File: src/hdl/lgs_pkg.sv
`timescale 1ns / 1ps
// ----------------------------------------------------------------------------
// lgs_pkg
// Types, constants and rule functions shared by the Life stencil unit.
// ----------------------------------------------------------------------------
package lgs_pkg;

    // Configuration register indexes
    localparam logic CFG_GRID_WIDTH  = 1'b0;
    localparam logic CFG_GRID_HEIGHT = 1'b1;

    localparam int CFG_INDEX_W = 1;
    localparam int CFG_DATA_W  = 13;
    localparam int GRID_W_BITS = 8;
    localparam int GRID_H_BITS = 13;

    localparam logic [GRID_W_BITS-1:0] GRID_WIDTH_RESET  = 8'd100;
    localparam logic [GRID_H_BITS-1:0] GRID_HEIGHT_RESET = 13'd40;

    localparam int MIN_WIDTH  = 3;
    localparam int MIN_HEIGHT = 3;

    // B3/S23
    localparam int BIRTH_COUNT   = 3;
    localparam int SURVIVE_COUNT = 2;

    // Result queue depth
    localparam int QDEPTH = 3;

    typedef logic [8:0] window_t;

    // Control flags carried from the read stage to the update stage
    typedef struct packed {
        logic c_zero;
        logic r_ge1;
        logic r_ge2;
        logic live;
        logic emit;
        logic last;
    } stage_t;

    typedef struct packed {
        logic last;
        logic alive;
    } result_t;

    // Window bit row*3+col, col 0 oldest; shift one column and insert the new one
    function automatic window_t shift_in(input window_t w, input logic top,
                                         input logic mid, input logic bot);
        window_t res;
        res[0] = w[1];
        res[1] = w[2];
        res[2] = top;
        res[3] = w[4];
        res[4] = w[5];
        res[5] = mid;
        res[6] = w[7];
        res[7] = w[8];
        res[8] = bot;
        return res;
    endfunction

    function automatic logic life_rule(input window_t w);
        logic [3:0] n;
        n = 4'd0;
        for (int i = 0; i < 9; i++)
        begin
            if (i != 4)
            begin
                n = n + 4'(w[i]);
            end
        end
        return (n == 4'(BIRTH_COUNT)) || (w[4] && (n == 4'(SURVIVE_COUNT)));
    endfunction

endpackage

File: src/hdl/lgs_ram.sv
`timescale 1ns / 1ps
// ----------------------------------------------------------------------------
// lgs_ram
// Simple dual-port RAM, one write and one registered read port.
// ----------------------------------------------------------------------------
module lgs_ram #(
    parameter int WIDTH = 2,
    parameter int DEPTH = 128
) (
    input  logic                     clk,
    input  logic                     we,
    input  logic [$clog2(DEPTH)-1:0] waddr,
    input  logic [WIDTH-1:0]         wdata,
    input  logic                     re,
    input  logic [$clog2(DEPTH)-1:0] raddr,
    output logic [WIDTH-1:0]         rdata
);

    logic [WIDTH-1:0] mem [DEPTH];

    always_ff @(posedge clk)
    begin
        if (we)
        begin
            mem[waddr] <= wdata;
        end
        if (re)
        begin
            rdata <= mem[raddr];
        end
    end

endmodule

File: src/hdl/life_generation_stencil_unit.sv
`timescale 1ns / 1ps
// ----------------------------------------------------------------------------
// life_generation_stencil_unit
// One generation of Conway's Life (B3/S23) over a raster cell stream.
// ----------------------------------------------------------------------------
// Usage:
//   s_axis carries one cell per transfer: tdata[0] is the cell state, tuser
//   flags a pad transfer that counts as a dead cell. Cells arrive in raster
//   order; after each frame send grid_width+1 pads to flush the last row.
//   m_axis returns the next-generation state in tdata[0]; tlast marks the
//   bottom-right cell of the frame. The result for a cell follows one row
//   plus one cell of input transfers later.
//   Throughput is one cell per cycle while the result queue has room: both
//   line buffers sit in one 2-bit RAM that takes one read and one write per
//   cycle. Each result is registered in the update stage, then in the queue.
//   A three-entry result queue decouples the sides; s_axis stays ready
//   while the receiver stalls until that queue fills, then holds off.
//   Reset loads width 100 and height 40 and starts a frame at row 0.
//   A write to cfg restarts the frame; write only while the unit is idle.
//   The line buffer RAM needs no clearing: rows not yet written are masked.
// ----------------------------------------------------------------------------
module life_generation_stencil_unit #(
    parameter int MAX_WIDTH  = 128,
    parameter int MAX_HEIGHT = 4096
) (
    input  logic                           clk,
    input  logic                           rst_n,
    // slave stream
    input  logic                           s_axis_tvalid,
    output logic                           s_axis_tready,
    input  logic [7:0]                     s_axis_tdata,  // [0] cell_alive
    input  logic                           s_axis_tuser,  // [0] pad_item
    // master stream
    output logic                           m_axis_tvalid,
    input  logic                           m_axis_tready,
    output logic [7:0]                     m_axis_tdata,  // [0] next_alive
    output logic                           m_axis_tlast,  // last_of_frame
    // configuration
    input  logic                           cfg_we,
    input  logic [lgs_pkg::CFG_INDEX_W-1:0] cfg_index,
    input  logic [lgs_pkg::CFG_DATA_W-1:0]  cfg_wdata
);
    import lgs_pkg::*;

    localparam int AW = $clog2(MAX_WIDTH);
    localparam int WW = $clog2(MAX_WIDTH + 1);
    localparam int RW = $clog2(MAX_HEIGHT + 2);

    logic [GRID_W_BITS-1:0] grid_width_reg;
    logic [GRID_H_BITS-1:0] grid_height_reg;
    logic [WW-1:0]          eff_w;
    logic [RW-1:0]          eff_h;

    logic [AW-1:0] col_reg, col_next;
    logic [RW-1:0] row_reg, row_next;

    logic          in_xfer;
    stage_t        s0;
    stage_t        s1_reg;
    logic          s1_valid_reg;
    logic [AW-1:0] s1_addr_reg;

    logic [1:0] rd_data;
    logic [1:0] wr_data;
    logic       top, mid;
    window_t    window_reg, window_next, win_flush;
    result_t    result;
    logic       push, pop;

    result_t    q_data_reg [QDEPTH];
    logic [1:0] q_wr_reg, q_rd_reg, q_count_reg;

    // ------------------------------------------------------------------
    // Configuration
    // ------------------------------------------------------------------
    always_ff @(posedge clk or negedge rst_n)
    begin
        if (!rst_n)
        begin
            grid_width_reg  <= GRID_WIDTH_RESET;
            grid_height_reg <= GRID_HEIGHT_RESET;
        end
        else if (cfg_we)
        begin
            case (cfg_index)
                CFG_GRID_WIDTH:  grid_width_reg  <= cfg_wdata[GRID_W_BITS-1:0];
                CFG_GRID_HEIGHT: grid_height_reg <= cfg_wdata[GRID_H_BITS-1:0];
                default:         ;
            endcase
        end
    end

    // Saturate the registers into the usable range
    always_comb
    begin
        if (32'(grid_width_reg) < 32'(MIN_WIDTH))
            eff_w = WW'(MIN_WIDTH);
        else if (32'(grid_width_reg) > 32'(MAX_WIDTH))
            eff_w = WW'(MAX_WIDTH);
        else
            eff_w = WW'(grid_width_reg);

        if (32'(grid_height_reg) < 32'(MIN_HEIGHT))
            eff_h = RW'(MIN_HEIGHT);
        else if (32'(grid_height_reg) > 32'(MAX_HEIGHT))
            eff_h = RW'(MAX_HEIGHT);
        else
            eff_h = RW'(grid_height_reg);
    end

    // ------------------------------------------------------------------
    // Read stage: position counters and line buffer read
    // ------------------------------------------------------------------
    assign s_axis_tready = (3'(q_count_reg) + 3'(s1_valid_reg)) < 3'(QDEPTH);
    assign in_xfer       = s_axis_tvalid && s_axis_tready;

    always_comb
    begin
        s0.c_zero = (col_reg == '0);
        s0.r_ge1  = (row_reg != '0);
        s0.r_ge2  = (32'(row_reg) >= 32'd2);
        s0.live   = s_axis_tdata[0] && !s_axis_tuser && (32'(row_reg) < 32'(eff_h));
        s0.last   = s0.c_zero && (32'(row_reg) == 32'(eff_h) + 32'd1);
        s0.emit   = s0.c_zero ? s0.r_ge2
                              : (s0.r_ge1 && (32'(row_reg) <= 32'(eff_h)));

        col_next = col_reg;
        row_next = row_reg;
        if (s0.last)
        begin
            col_next = '0;
            row_next = '0;
        end
        else if (32'(col_reg) + 32'd1 >= 32'(eff_w))
        begin
            col_next = '0;
            // hold at the flush row (eff_h+1) until the last result leaves
            if (32'(row_reg) != 32'(eff_h) + 32'd1)
                row_next = row_reg + RW'(1);
        end
        else
        begin
            col_next = col_reg + AW'(1);
        end
    end

    always_ff @(posedge clk or negedge rst_n)
    begin
        if (!rst_n)
        begin
            col_reg <= '0;
            row_reg <= '0;
        end
        else if (cfg_we)
        begin
            col_reg <= '0;
            row_reg <= '0;
        end
        else if (in_xfer)
        begin
            col_reg <= col_next;
            row_reg <= row_next;
        end
    end

    always_ff @(posedge clk or negedge rst_n)
    begin
        if (!rst_n)
            s1_valid_reg <= 1'b0;
        else
            s1_valid_reg <= in_xfer;
    end

    always_ff @(posedge clk)
    begin
        if (in_xfer)
        begin
            s1_reg      <= s0;
            s1_addr_reg <= col_reg;
        end
    end

    // Line buffers: bit 1 upper line, bit 0 middle line
    lgs_ram #(
        .WIDTH (2),
        .DEPTH (MAX_WIDTH)
    ) u_lines (
        .clk   (clk),
        .we    (s1_valid_reg),
        .waddr (s1_addr_reg),
        .wdata (wr_data),
        .re    (in_xfer),
        .raddr (col_reg),
        .rdata (rd_data)
    );

    // ------------------------------------------------------------------
    // Update stage: window, rule, write-back
    // ------------------------------------------------------------------
    always_comb
    begin
        top     = s1_reg.r_ge2 && rd_data[1];
        mid     = s1_reg.r_ge1 && rd_data[0];
        wr_data = {mid, s1_reg.live};

        win_flush   = shift_in(window_reg, 1'b0, 1'b0, 1'b0);
        window_next = shift_in(s1_reg.c_zero ? '0 : window_reg, top, mid, s1_reg.live);

        result.last  = s1_reg.last;
        result.alive = s1_reg.c_zero ? life_rule(win_flush) : life_rule(window_next);
    end

    always_ff @(posedge clk or negedge rst_n)
    begin
        if (!rst_n)
            window_reg <= '0;
        else if (cfg_we)
            window_reg <= '0;
        else if (s1_valid_reg)
            window_reg <= s1_reg.last ? '0 : window_next;
    end

    // ------------------------------------------------------------------
    // Result queue
    // ------------------------------------------------------------------
    assign push = s1_valid_reg && s1_reg.emit;
    assign pop  = m_axis_tvalid && m_axis_tready;

    always_ff @(posedge clk)
    begin
        if (push)
            q_data_reg[q_wr_reg] <= result;
    end

    always_ff @(posedge clk or negedge rst_n)
    begin
        if (!rst_n)
        begin
            q_wr_reg    <= '0;
            q_rd_reg    <= '0;
            q_count_reg <= '0;
        end
        else
        begin
            if (push)
                q_wr_reg <= (q_wr_reg == 2'(QDEPTH - 1)) ? '0 : q_wr_reg + 2'd1;
            if (pop)
                q_rd_reg <= (q_rd_reg == 2'(QDEPTH - 1)) ? '0 : q_rd_reg + 2'd1;
            if (push && !pop)
                q_count_reg <= q_count_reg + 2'd1;
            else if (pop && !push)
                q_count_reg <= q_count_reg - 2'd1;
        end
    end

    assign m_axis_tvalid = (q_count_reg != '0);
    assign m_axis_tdata  = {7'd0, q_data_reg[q_rd_reg].alive};
    assign m_axis_tlast  = q_data_reg[q_rd_reg].last;

    // ------------------------------------------------------------------
    // Assertions
    // ------------------------------------------------------------------
    a_queue_no_overflow: assert property (@(posedge clk) disable iff (!rst_n)
        push && !pop |-> q_count_reg < 2'(QDEPTH))
        else $error("result queue overflow");

    a_col_in_row: assert property (@(posedge clk) disable iff (!rst_n)
        32'(col_reg) < 32'(eff_w))
        else $error("column counter beyond grid width");

    a_row_bounded: assert property (@(posedge clk) disable iff (!rst_n)
        32'(row_reg) <= 32'(eff_h) + 32'd1)
        else $error("row counter beyond flush row");

    a_last_restarts: assert property (@(posedge clk) disable iff (!rst_n)
        s1_valid_reg && s1_reg.last |-> col_reg == '0 && row_reg == '0)
        else $error("frame did not restart after last cell");

endmodule
File: config.mk
export PLATFORM = sky130hd
export DESIGN_NAME = life_generation_stencil_unit
export DESIGN_NICKNAME = d
export VERILOG_FILES = /design/src/hdl/lgs_pkg.sv /design/src/hdl/lgs_ram.sv /design/src/hdl/life_generation_stencil_unit.sv
export SDC_FILE = /design/constraint.sdc
export NUM_CORES = 1
export LEC_CHECK = 0
export ABC_AREA = 1
export CAP_MARGIN = 20
export CORE_UTILIZATION = 30
export DETAILED_ROUTE_END_ITERATION = 7
export DONT_BUFFER_PORTS = 1
export GPL_TIMING_DRIVEN = 0
export PLACE_DENSITY = 0.53
export REMOVE_ABC_BUFFERS = 1
export SLEW_MARGIN = 20
export SYNTH_ARGS = -nofsm -noshare
export SYNTH_HDL_FRONTEND = slang
export SYNTH_SLANG_ARGS = --single-unit
File: constraint.sdc
create_clock -name clk -period 5.3 [get_ports clk]
set_clock_uncertainty 0.2 [all_clocks]
set_input_delay 0.265 -clock clk [delete_from_list [all_inputs] [get_ports clk]]
set_output_delay 0.265 -clock clk [all_outputs]
set_load 0.05 [all_outputs]
After elaboration in Yosys (flattened, before gate mapping)
Memory sizes are Yosys's and may differ from the RTL's. A register that Yosys moved wholly into a read port is not among the register bits.
Cells that the tools add are included.
W data, S select, Z words.
{"block": "totals", "register_bits": 70, "ramBits": 262, "out_inout_bits": 11, "n_memories": 2}
{"name": "u_lines.mem", "words": 128, "word_bits": 2, "read_ports": 1, "rd_clocked_by_memory_dff": 1, "write_ports": 1, "line_no": "lgs_ram.sv:19", "text": "logic [WIDTH-1:0] mem [DEPTH];"}
{"name": "q_data_reg", "words": 3, "word_bits": 2, "read_ports": 1, "rd_clocked_by_memory_dff": 0, "write_ports": 1, "line_no": "life_generation_stencil_unit.sv:70", "text": "result_t q_data_reg [QDEPTH];"}
{"block": "classes", "add_sub_neg": 20, "magnitude_cmp": 9, "n_eq_ne": 8, "muxes": 27, "bitwise_logic": 1, "reduce_logical": 29}
{"op": "$mux W13", "n": 7}
{"op": "$mux W9", "n": 4}
{"op": "$eq A13 B32 Y1", "n": 1}
{"op": "$mux W7", "n": 4}
{"op": "$add A4 B1 Y4", "n": 5}
{"op": "$eq A4 B2 Y1 const B", "n": 4}
{"op": "$mux W8", "n": 2}
{"op": "$add A13 B1 Y14 const B", "n": 1}
{"op": "$ne A13 B14 Y1", "n": 1}
{"op": "$add A13 B1 Y13 const B", "n": 1}
{"op": "$ge A13 B2 Y1 const B", "n": 1}
{"op": "$gt A13 B13 Y1 const B", "n": 1}
{"op": "$le A13 B13 Y1", "n": 1}
{"op": "$logic_and A1 B1 Y1", "n": 13}
{"op": "$lt A13 B13 Y1", "n": 1}
{"op": "$lt A13 B2 Y1 const B", "n": 1}
{"op": "$reduce_bool A13 Y1", "n": 1}
{"op": "$add A2 B1 Y3", "n": 3}
{"op": "$add A3 B1 Y4", "n": 2}
{"op": "$add A7 B1 Y8 const B", "n": 1}
{"op": "$ge A8 B8 Y1", "n": 1}
{"op": "$gt A8 B8 Y1 const B", "n": 1}
{"op": "$lt A8 B2 Y1 const B", "n": 1}
{"op": "$mux W2", "n": 4}
{"op": "other kinds (15)", "n": 32}

Logic depth before layout (Yosys ltp)
{"block": "logic_depth", "depth_word": 12, "ltp_mapped": 23, "ltp_nobuf": 22}

Modules after synthesis
A second synthesis with hierarchy kept.
{"block": "hier_totals", "cells_unflattened": 1665, "hier_area_um2": 16089.2}
{"module": "lgs_ram", "n_inst": 1, "cells_per_inst": 1041, "area_per_inst_um2": 11115.7}
{"module": "life_generation_stencil_unit", "n_inst": 1, "cells_per_inst": 624, "area_per_inst_um2": 4973.5}

Worst setup path after synthesis
Ideal clock, no wire load.
{"block": "synth_timing", "kind": "register to register", "startpoint": "reg s1_reg[2] (netlist bit)", "endpoint": "mem q_data_reg[0][0] (netlist bit), data pin", "t_arrival_ns": 4.479, "t_required_ns": 4.898, "path_slack_ns": 0.418, "stages_incl_launch_ff": 10, "path_buffers": 0, "cell_sequence": "edfxtp_1 > fa_1 > inv_1 > fa_1 > fa_1 > inv_1 > ha_1 > fa_1 > o21ai_0 > o31ai_1"}
{"element": "from (decl)", "line_no": "life_generation_stencil_unit.sv:59", "text": "stage_t s1_reg;"}
{"element": "from (signal assigned)", "line_no": "life_generation_stencil_unit.sv:178", "text": "s1_reg <= s0;"}
{"element": "to (decl)", "line_no": "life_generation_stencil_unit.sv:70"}

Final worst setup path
{"block": "layout_timing", "startpoint": "reg col_reg[1]", "endpoint": "reg row_reg[3]"}
{"block": "layout_via", "elab_chain_cells": 5}
{"element": "from (decl)", "line_no": "life_generation_stencil_unit.sv:54", "text": "logic [AW-1:0] col_reg, col_next;"}
{"element": "from (signal assigned)", "line_no": "life_generation_stencil_unit.sv:161", "text": "col_reg <= col_next;"}
{"element": "branches (longest 5 deep; another with $add A7 B1 Y8)"}
{"element": "to (signal assigned)", "line_no": "life_generation_stencil_unit.sv:162", "text": "row_reg <= row_next;"}
{"element": "to (decl)", "line_no": "life_generation_stencil_unit.sv:55", "text": "logic [RW-1:0] row_reg, row_next;"}
Parallel ways; which one is timed is not known. The select of a mux whose other input is x is not followed.
A chain may end at the register's enable or synchronous reset.

==> impl_metrics.json <==
{
  "timing.slew.headroom_pct": 22.9,
  "powerDensity_nw_per_um2": 458,
  "total_core_area_um2": 51500,
  "final-hold-violation-count": 0,
  "grt_pass1_wl_um": 63100,
  "clock_tree_from_tritoncts": "done",
  "num-nets-final": 1633,
  "period_share_pct": 84.7,
  "startpoint_type": "flop",
  "slew_viol_final": 0,
  "post-route-min-period_ns": 4.49,
  "fraction_of_layout_instances_using_a_drive_strength_above_1_pct": 6.65,
  "run_status": "complete, no violations",
  "chipWidth_um": 231,
  "synth_enable_flop_cells": 277,
  "worst-endpoint-required_ns": 5.53,
  "design_area_um2": 18100,
  "wire_length_per_cell_um": 17.5,
  "postPlaceCellArea_um2": 16600,
  "p_leak_nw": 6.69,
  "initial_antenna_violation_count": 0,
  "worst-endpoint-arrival_ns": 4.71,
  "maximum_number_of_pins_on_one_net_before_global_route_repair": 103,
  "ctsHtreeMaxLevel": 2,
  "area_growth_syn_to_layout_pct": 15.1,
  "syn_area_um2": 15700,
  "root_buffer": "clkbuf_16",
  "yosysWarningCount": 0,
  "peakVddDrop_v": 0.000260,
  "tot_gr_track_use_pct": 15.1,
  "ctsLongestPathBuffers": 3,
  "length_of_the_first_detailed_routing_pass_in_iterations": 5,
  "synthTopCellsByCount": "303 x nor2_1, 277 x edfxtp_1, 245 x nand2_1, 153 x o21ai_0, 111 x inv_1",
  "cp_cell_sequence": "nand2_1 -> inv_1 -> nand2_1 -> nor3_1 -> xor2_1 -> inv_1 -> ha_1 -> a21oi_1 -> o2111ai_1 -> nand2_1 -> nand3_2 -> nand2_2 -> nand2_1 -> nand2_1",
  "min_path_type": "input pin to asynchronous set/reset pin",
  "numCtsBuffers": 39,
  "post-synth-top-area-cell": "edfxtp_1",
  "die-area_um2": 53200,
  "ys_seq_elements": 331,
  "intPower_mw": 5.41,
  "critPathMaxStageDelay_ns": 0.90,
  "crit_path_max_fanout": 60,
  "netlist_cell_types": 46,
  "dp.final_hpwl_um": 25200,
  "antenna_violating_nets_post_route": 0,
  "post_cts_resize_count": 0,
  "setup_repair_after_global_routing_missed_its_margin": "no",
  "synth_async_sr_flop_share_pct": 16.3,
  "gr-total-overflow": 0,
  "clockPowerShare_pct": 31.6,
  "worst_skew_pair.late_latency_ns": 0.55,
  "post_drt_via_cell_ratio": 4.96,
  "vias": 11300,
  "gp_routability_congestion": 0.830,
  "fillerInstances": 5222,
  "drt-initial-drc-count": 757,
  "final_util_pct": 35.1,
  "cts.hold.buffers_added": 20,
  "max_cap_viol_count": 0,
  "seq_total_area_yosys_pct": 61.6,
  "critical-path-top-cell-by-count": "nand2_1",
  "via_count_of_the_first_global_routing_pass": 11400,
  "combinationalPowerShare_pct": 26.0,
  "numPortBuffers": 0,
  "diodes": 0,
  "synth.most_common_cell": "nor2_1",
  "setup.worst_path.end_class": "flop",
  "postCtsSetupRepairBufs": 0,
  "route.final.wire_length_um": 39900,
  "fin_hold_ws_ns": 0.0289,
  "initial_utilization_pct": 30.5,
  "synth_top_cells_by_area": "edfxtp_1 53%, dfrtp_1 7.8%, nor2_1 7.2%, nand2_1 5.9%, o21ai_0 4.9%",
  "share_seq_of_total_power_pct": 42.4,
  "flip_flop_count_of_the_largest_register_after_layout": 256,
  "setup_violations": 0,
  "postSynth.topFlopCell": "edfxtp_1",
  "design.portCount": 39,
  "route.detailed.drc": 0,
  "final_setup_tns_ns": 0,
  "number_of_cell_rows": 83,
  "switching_pwr_mw": 2.86,
  "clock_sinks": 331,
  "setup.worst_path.class": "flop to flop",
  "worstMarginPinSlew_ns": 1.16,
  "critical-path-slowest-cell": "dfrtp_4",
  "post-synth-top-area-fraction_pct": 53.0,
  "fmax_ghz": 0.223,
  "die_height_um": 231,
  "synth.avg_cell_area_um2": 10.1,
  "synth_cells": 1561,
  "cts.reportedPaths.clkPinSlew_ns": 0.06,
  "p_sw_share_pct": 34.6
}
==> power by group through the flow <==
stage | Clock (mW) | Combinational, mW | Sequential, mW
after global placement | 0 | 1.79 | 3.80
after global routing | 2.77 | 2.40 | 3.54
after floorplan | 0 | 1.22 | 3.57
final | 2.61 | 2.15 | 3.51
after detailed placement | 0 | 2.15 | 3.56
after CTS | 2.67 | 2.18 | 3.51
==> through the flow <==
step           power, mW  setup WS, ns  std cells
6_report            8.27         0.813       2275
2_1_floorplan       4.80         -1.05       1485
5_1_grt             8.71         0.482       2275
3_5_place_dp        5.71         0.849       2184
4_1_cts             8.36         0.802       2275
3_3_place_gp        5.59         -5.35       2165
==> worst max-delay path, delay by kind of cell, from the launching register on <==
family / cells / cell delay (ns)
compound gates: 2 / 0.51
xor+xnor: 1 / 0.18
fa+ha+maj: 1 / 0.32
buf+inv: 2 / 0.53
flops: 1 / 0.90
simple gates: 8 / 1.69
==> final cells by class <==
cell class	count	area, um2	share of cell area (%)
Tap cell	680	851	4.71
Inverter	112	430	2.38
Clock inverter	23	231	1.28
Clock buffer	48	1030	5.70
Timing Repair Buffer	39	569	3.15
Multi-Input combinational cell	1042	5270	29.2
Sequential cell	331	9680	53.6
==> cell families (layout without fill, tap and decap cells) <==
family          count (synthesis)  count (layout)  share of synthesized area, %
other cells                     1               7                        0.0239
flops                         331             331                          61.6
xor+xnor                       27              27                          1.51
fa+ha+maj                      40              40                          3.48
simple gates                  696             696                          18.4
compound gates                268             268                          9.73
buf+inv                       194             222                          4.93
mux                             4               4                         0.287
==> layer usage <==
layer / vias to the layer above / track usage [%] / part of all wire [%] / wire length (um)
li1: 5421 / - / - / -
met4: 0 / 4.20 / 2.0 / 808
met1: 5506 / 19.9 / 45 / 17900
met5: - / 0 / 0 / 0
met2: 303 / 25.7 / 48 / 19200
met3: 59 / 2.32 / 5.1 / 2030
==> cells in the final DEF, fill, tap and decap left out, types with 3 or more instances in the layout <==
cell type / n
a221oi_1: 4
o31ai_1: 5
clkbuf_1: 7
o2111ai_1: 3
nand2_1: 245
dfstp_2: 5
nor4_1: 11
o221ai_1: 14
mux2_2: 4
xnor2_1: 3
nor3_1: 19
o22ai_1: 40
nand4_1: 22
edfxtp_1: 277
xor2_1: 24
nand3_2: 3
inv_2: 3
clkinv_2: 7
buf_6: 7
o21ai_0: 153
dfrtp_1: 46
nand3_1: 81
inv_6: 4
fa_1: 6
o211ai_1: 6
clkbuf_16: 39
clkinv_1: 7
conb_1: 7
a21oi_1: 34
ha_1: 34
inv_1: 107
bufinv_16: 3
nor2_1: 303
dlygate4sd3_1: 19
buf_8: 4
nor2_2: 3
buf_16: 8
==> path summary, 6_finish.rpt <==
| path | from | endpoint | slack, ns | cells after the start |
|---|---|---|---|---|
| setup / recovery | col_reg[1] | row_reg[3] | 0.81 | 14 |
| hold / removal | rst_n | row_reg[8] | 0.03 | 2 |
| setup reg to reg | col_reg[1] | row_reg[3] | 0.81 | 14 |
| hold reg to reg | grid_width_reg[5] | grid_width_reg[5] | 0.31 | 2 |
| max in group asynchronous | rst_n | grid_width_reg[6] | 4.53 | 2 |
| min in group clk | cfg_we | grid_height_reg[3] | 0.16 | 3 |
No activity file was read; power rests on OpenSTA's default activity.
